[config.mk]
export PLATFORM = sky130hd
export DESIGN_NAME = whit_key_cam
export DESIGN_NICKNAME = d
export VERILOG_FILES = /design/src/design/whit_pkg.sv /design/src/design/whit_key_cam.sv
export VERILOG_INCLUDE_DIRS = /design/src /design/src/design
export SDC_FILE = /design/constraint.sdc
export NUM_CORES = 1
export LEC_CHECK = 0
export BUFFER_PORTS_ARGS = -buffer_cell sky130_fd_sc_hd__buf_2
export CAP_MARGIN = 20
export CORE_MARGIN = 5
export CORE_UTILIZATION = 50
export CTS_CLUSTER_DIAMETER = 200
export DETAILED_ROUTE_END_ITERATION = 16
export PLACE_DENSITY = 0.71
export SYNTH_ARGS = -nofsm -noshare
export SYNTH_HDL_FRONTEND = slang
export SYNTH_SLANG_ARGS = --single-unit
[constraint.sdc]
create_clock -name clk_i -period 2.4 [get_ports clk_i]
set_clock_uncertainty 0.2 [all_clocks]
set_input_delay 0.6 -clock clk_i [delete_from_list [all_inputs] [get_ports clk_i]]
set_output_delay 0.6 -clock clk_i [all_outputs]
set_load 0.1 [all_outputs]
[src/design/watched_id_history_table_defines.svh]
// Assertion macros for the watched id history table.
`ifndef WATCHED_ID_HISTORY_TABLE_DEFINES_SVH
`define WATCHED_ID_HISTORY_TABLE_DEFINES_SVH

`ifndef SYNTHESIS
`define WHIT_ASSERT(lbl, prop, msg) \
  lbl: assert property (@(posedge clk_i) disable iff (!rst_ni) (prop)) else $error(msg);
`define WHIT_ASSERT_ALWAYS(lbl, prop, msg) \
  lbl: assert property (@(posedge clk_i) (prop)) else $error(msg);
`else
`define WHIT_ASSERT(lbl, prop, msg)
`define WHIT_ASSERT_ALWAYS(lbl, prop, msg)
`endif

`endif

[src/design/whit_pkg.sv]
package whit_pkg;

  localparam int SlotCountDef   = 8;
  localparam int WindowDepthDef = 16;

  localparam int ChannelW = 8;
  localparam int IdW      = 16;
  localparam int TimeW    = 48;
  localparam int LenW     = 4;
  localparam int WordW    = 32;
  localparam int SeqW     = 32;
  localparam int LimitW   = 5;

  localparam int InDataW  = 152;
  localparam int OutDataW = 152;

  typedef enum logic [1:0] {
    KindWatch   = 2'd0,
    KindUnwatch = 2'd1,
    KindPush    = 2'd2,
    KindRead    = 2'd3
  } kind_e;

  typedef struct packed {
    logic [SeqW-1:0]  seq;
    logic [WordW-1:0] payload_high;
    logic [WordW-1:0] payload_low;
    logic [LenW-1:0]  length_code;
    logic [TimeW-1:0] time_us;
  } entry_t;

  typedef struct packed {
    logic                set;
    logic                clr;
    logic [ChannelW-1:0] channel;
    logic [IdW-1:0]      id;
  } cam_cmd_t;

  typedef struct packed {
    logic found;
    logic free_ok;
  } cam_res_t;

  typedef struct packed {
    logic   op_ok;
    logic   was_watched;
    logic   sample_valid;
    logic   last;
    entry_t sample;
  } result_t;

endpackage

[src/design/whit_key_cam.sv]
`include "watched_id_history_table_defines.svh"

module whit_key_cam import whit_pkg::*; #(
  parameter int NUM_SLOTS = SlotCountDef,
  localparam int SlotW = (NUM_SLOTS > 1) ? $clog2(NUM_SLOTS) : 1
) (
  input  logic                clk_i,
  input  logic                rst_ni,
  input  logic [ChannelW-1:0] lookup_channel_i,
  input  logic [IdW-1:0]      lookup_id_i,
  output cam_res_t            res_o,
  output logic [SlotW-1:0]    hit_idx_o,
  output logic [SlotW-1:0]    free_idx_o,
  input  cam_cmd_t            cmd_i,
  input  logic [SlotW-1:0]    cmd_idx_i
);

  logic [NUM_SLOTS-1:0] in_use_q, in_use_d;
  logic [ChannelW-1:0]  channel_q [NUM_SLOTS];
  logic [IdW-1:0]       id_q      [NUM_SLOTS];
  logic [NUM_SLOTS-1:0] hit_vec;

  always_comb begin
    for (int i = 0; i < NUM_SLOTS; i++) begin
      hit_vec[i] = in_use_q[i] && (channel_q[i] == lookup_channel_i) && (id_q[i] == lookup_id_i);
    end
  end

  // lowest index wins
  always_comb begin
    hit_idx_o  = '0;
    free_idx_o = '0;
    for (int i = NUM_SLOTS - 1; i >= 0; i--) begin
      if (hit_vec[i]) begin
        hit_idx_o = SlotW'(i);
      end
      if (!in_use_q[i]) begin
        free_idx_o = SlotW'(i);
      end
    end
    res_o.found   = |hit_vec;
    res_o.free_ok = ~&in_use_q;
  end

  always_comb begin
    in_use_d = in_use_q;
    if (cmd_i.set) begin
      in_use_d[cmd_idx_i] = 1'b1;
    end else if (cmd_i.clr) begin
      in_use_d[cmd_idx_i] = 1'b0;
    end
  end

  always_ff @(posedge clk_i or negedge rst_ni) begin
    if (!rst_ni) begin
      in_use_q <= '0;
    end else begin
      in_use_q <= in_use_d;
    end
  end

  always_ff @(posedge clk_i) begin
    if (cmd_i.set) begin
      channel_q[cmd_idx_i] <= cmd_i.channel;
      id_q[cmd_idx_i]      <= cmd_i.id;
    end
  end

  `WHIT_ASSERT(a_keys_unique, $onehot0(hit_vec), "two slots hold the same key")
  `WHIT_ASSERT(a_set_free, cmd_i.set |-> !in_use_q[cmd_idx_i], "claim of a busy slot")
  `WHIT_ASSERT(a_clr_busy, cmd_i.clr |-> in_use_q[cmd_idx_i], "release of a free slot")

endmodule

# Yosys cells after proc, flatten, opt, wreduce, memory -nomap -nowiden
# Memories as Yosys holds them, arrays and structs flattened.
# Cells that the tools add are included.
[totals]
regBits = 8
mem_bits_rw = 192
out_inout_bits = 8
wordCells = 67
n_memories = 2
[op_classes]
magnitude_cmp = 2
n_eq_ne = 16
muxes = 22
n_bitwise = 3
n_reduce_logical = 21
[memory_table]
columns = ["memory", "words", "width", "rd", "rd_clocked_by_memory_dff", "wr", "line", "text"]
rows = [
  ["id_q", 8, 16, 8, 0, 1, "whit_key_cam.sv:20", "logic [IdW-1:0] id_q [NUM_SLOTS];"],
  ["channel_q", 8, 8, 8, 0, 1, "whit_key_cam.sv:19", "logic [ChannelW-1:0] channel_q [NUM_SLOTS];"],
]
[op_table]
columns = ["op", "n"]
rows = [
  ["$eq A16 B16 Y1", 8],
  ["$eq A8 B8 Y1", 8],
  ["$mux W3", 16],
  ["$logic_and A1 B1 Y1", 17],
  ["$mux W8", 2],
  ["$and A8 B8 Y8", 1],
  ["$not A8 Y8", 1],
  ["$or A8 B8 Y8", 1],
  ["$reduce_and A8 Y1", 1],
  ["$reduce_or A8 Y1", 1],
  ["$lt A3 B4 Y1 const B", 1],
  ["$demux W1 S3", 1],
  ["$ge A3 B1 Y1 const B", 1],
  ["$mux W1", 3],
  ["$reduce_bool A2 Y1", 1],
  ["$logic_not A1 Y1", 1],
]

# Longest topological paths before layout
[depth]
ltp_word = 11
mapped_depth = 8

# Worst setup path after synthesis
# Ideal clock, no wire load.
[synth_path]
path_kind = "input -> output"
startpoint = "input lookup_id_i[1]"
endpoint = "output hit_idx_o[1]"
arrival_time_ns = 3.219
required_time_ns = 1.600
slack_ns = -1.619
path_stages = 7
path_cell_list = "buf_4 > xor2_1 > nor4_1 > nand3_1 > nor3_1 > nand4_1 > a31oi_1"
[synth_between]
elab_chain_cells = 10
elab_cells_between_ends = 24
classes_between = "eq/ne: 8; mux: 8; reduce/logical: 8"
[synth_rtl]
columns = ["element", "line", "text"]
rows = [
  ["start, declared", "whit_key_cam.sv:10", "input logic [IdW-1:0] lookup_id_i,"],
  ["$eq A16 B16 Y1", "whit_key_cam.sv:25", "hit_vec[i] = in_use_q[i] && (channel_q[i] == lookup_channel_i) && (id_q[i] == lookup_id_i);"],
  ["$logic_and A1 B1 Y1", "whit_key_cam.sv:25", ""],
  ["$mux W3 (7 in series)", "whit_key_cam.sv:34", "if (hit_vec[i]) begin"],
  ["$mux W3 (*)", "whit_key_cam.sv:34", ""],
  ["end, declared", "whit_key_cam.sv:12", "output logic [SlotW-1:0] hit_idx_o,"],
]
# Mark *: on every way between the ends. The rest lies on a longest branch, timed or not.

==> results by group <==
Clock network
  • CTS tree: yes
  • H-tree depth: 4
  • Sink Count: 200
  • Maximum clock insertion buffer count: 2
  • Root Buffer: clkbuf_16
  • Clock Pin Slew Worst Setup and Hold Paths: roughly 0.07 ns
  • CTS Buf Count: 17
  • Worst skew pair latency: 0.43 ns

Global route
  • GRT Overall Usage: 21.6%
  • Vias in the first global route: a little over 5000
  • Largest net degree at the start of global routing: 26
  • Grt ovf: 0
  • First-pass GRT wire length: around 31000 µm
  • Initial antenna violation count: 0

STA
  • Fin crit period: 3.35 ns
  • Final setup fails: 5
  • Worst relative slew slack: around 73%
  • RSZ-0062 raised after global routing: yes
  • Final WS setup: -0.953 ns
  • Final Hold Fails: 0
  • Least-Margin Pin Slew: between 0.4 and 0.5 ns
  • Setup TNS: -3.69 ns
  • Final Max Slew Viols: 0
  • Peak Freq: between 200 and 300 MHz
  • Hold WS: approximately 0.24 ns
  • Final cycle utilization of the critical path: 140%

Die
  • Die area: around 20000 µm²
  • Die Wd: 142 µm
  • Core Box Area: ~17000 µm²
  • Die Y: 142 µm
  • Io pins: 63
  • Initial Util: 50.5%
  • Num rows: 48

Detailed routing
  • Drt via density: 5.33
  • DR vias: between 4000 and 5000
  • Final WL: roughly 21000 µm
  • DRT Pass-1 Iters: 5
  • First DRT Iteration DRCs: 618
  • DRT antenna net count: 0
  • Wire per inst: about 22 µm
  • # DRC: 0

Logic synthesis
  • Sequential area share after synthesis: 68.8%
  • Netlist Area Pre-Place: 8670 µm²
  • Synth Register Bits: 200
  • Ys async rst share: roughly 4.0%
  • Ys Warns: 0
  • Net count after synthesis: roughly 600
  • Post-synthesis instance total: 549
  • Post-synth EDFFs: between 150 and 200
  • Count of cell types in the netlist: 31
  • Dominant synthesized flop cell: edfxtp_1
  • Syn avg cell area: about 16 µm²

Setup path
  • Worst Setup Start Kind: register
  • CP endpoint: hit_idx_o[0]
  • Worst Path Required: approximately 1.6 ns
  • Crit Path Category: register to primary output
  • Critical Path Source: id_q[5][2]
  • Max FO, Critical Path: 3
  • Flop2flop setup slack: ~1.3 ns
  • WP data arrival: around 2.6 ns
  • R2R depth: 3
  • Crit. End Element: primary output

Place
  • GPL Wtd Cong: slightly below 0.9
  • Post-DP HPWL: 14700 µm
  • Placement Cell Area: around 10000 µm²
  • Port Buf Inserts: between 60 and 70
  • Pre-CTS setup slack: -1.15 ns

Flow run
  • Max cap viols: 0

Cells and area
  • Final #Nets: roughly 740
  • Fillers: 1291
  • ANT cells: 0
  • Most common cell after layout, fill and taps aside: edfxtp_1
  • Ratio of cells with drive above 1 in the final layout: a little under a third
  • Most frequent cells in the layout: 192 x edfxtp_1, 107 x xor2_1, 81 x xnor2_1, 68 x buf_4, 54 x buf_2
  • Finished Cell Area: between 10000 and 15000 µm²
  • P&R area growth vs syn: 23.4%

Power and ir drop
  • Power Total: 7.71 mW
  • Total leakage power: ~3.7 nW
  • Power Dens Cells: between 700 and 800 nW/µm²
  • Worst VDD drop: roughly 0.56 mV

Min path
  • Hold WC Path Type: input pin to register

Status
  • Violated checks: negative setup slack
  • Status: finished, violations left
-- worst max-delay path, cell delays in order, from the launching register on --
cell      delay [ns]
edfxtp_1        0.41
xnor2_2         0.24
buf_4           0.15
nand4_1         0.15
nor4_4          0.20
buf_4           0.16
nand4_1         0.20
o21ai_2         0.16
a21boi_4        0.08
o22ai_4         0.17
buf_12          0.19
-- flip-flops by register name (all words and copies together), names as in the netlist, named ones only --
register / flops
id_q: 128
channel_q: 64
-- what timing repair did --
| action | in CTS | in global routing |
|---|---|---|
| pin swaps | 5 | 11 |
| buffers inserted | 1 | 1 |
| resized for setup | 10 | 11 |
| endpoints found under the setup margin | 7 | 8 |
| cloned | 0 | 0 |
| hold buffers | 1 | 0 |
| hold endpoints to repair | 8 | 0 |
-- worst min-delay path by stage --
stage,end,slack (ns),from,depth (start not counted)
finish,id_q[4][13],0.24,cmd_i[13],1
global route,id_q[1][8],0.23,cmd_i[8],1
global placement,async pin,0.25,rst_ni,1
CTS,id_q[4][8],0.23,cmd_i[8],1
detailed placement,async pin,0.25,rst_ni,1
floorplan,async pin,0.10,rst_ni,0
-- layer usage --
| metal | share of wire (%) | routed length (µm) | track usage (%) |
|---|---|---|---|
| met5 | 0 | 0 | 0 |
| met4 | 2.1 | 441 | 7.78 |
| met3 | 6.3 | 1320 | 3.67 |
| met2 | 50 | 10400 | 34.7 |
| met1 | 42 | 8650 | 29.8 |
-- cells in the mapped netlist, drive strengths merged, types with 6 or more instances --
master	count	area share (%)
nor2	9	0.39
nand2b	6	0.43
nand2	17	0.74
nor4	24	2.0
dfrtp	8	2.3
buf	24	2.4
nand3	6	0.35
o21ai	14	0.81
edfxtp	192	67
nor3	16	1.2
nand4	29	2.5
xor2	108	11
xnor2	84	8.5
-- through the flow --
stage          cells  util, %
6_report         926     62.3
5_1_grt          926     62.3
4_1_cts          925     61.9
3_5_place_dp     891     58.2
3_3_place_gp     891     58.2
2_1_floorplan    549        -
-- final cells by class --
type	count	area, µm²	area share, %
inverters	2	7.51	0.0702
multi-input cells	323	2680	25.0
clock inverters	13	144	1.35
well taps	225	282	2.63
repair buffers	144	1180	11.1
clock buffers	19	433	4.05
flip-flops and latches	200	5970	55.8
-- logic make-up after synthesis --
logic type / count (synthesis) / synth area share (%)
xor+xnor: 192 / 19.5
compound gates: 21 / 1.37
flops: 200 / 68.8
buf+inv: 26 / 2.50
simple gates: 110 / 7.84
-- power by group --
group	total [mW]	internal, mW	switching, mW
Combinational	0.884	0.364	0.520
Sequential	4.03	3.96	0.0703
Clock	2.80	1.55	1.25
Total	7.71	5.88	1.84
(Power assumes the default switching activity.)
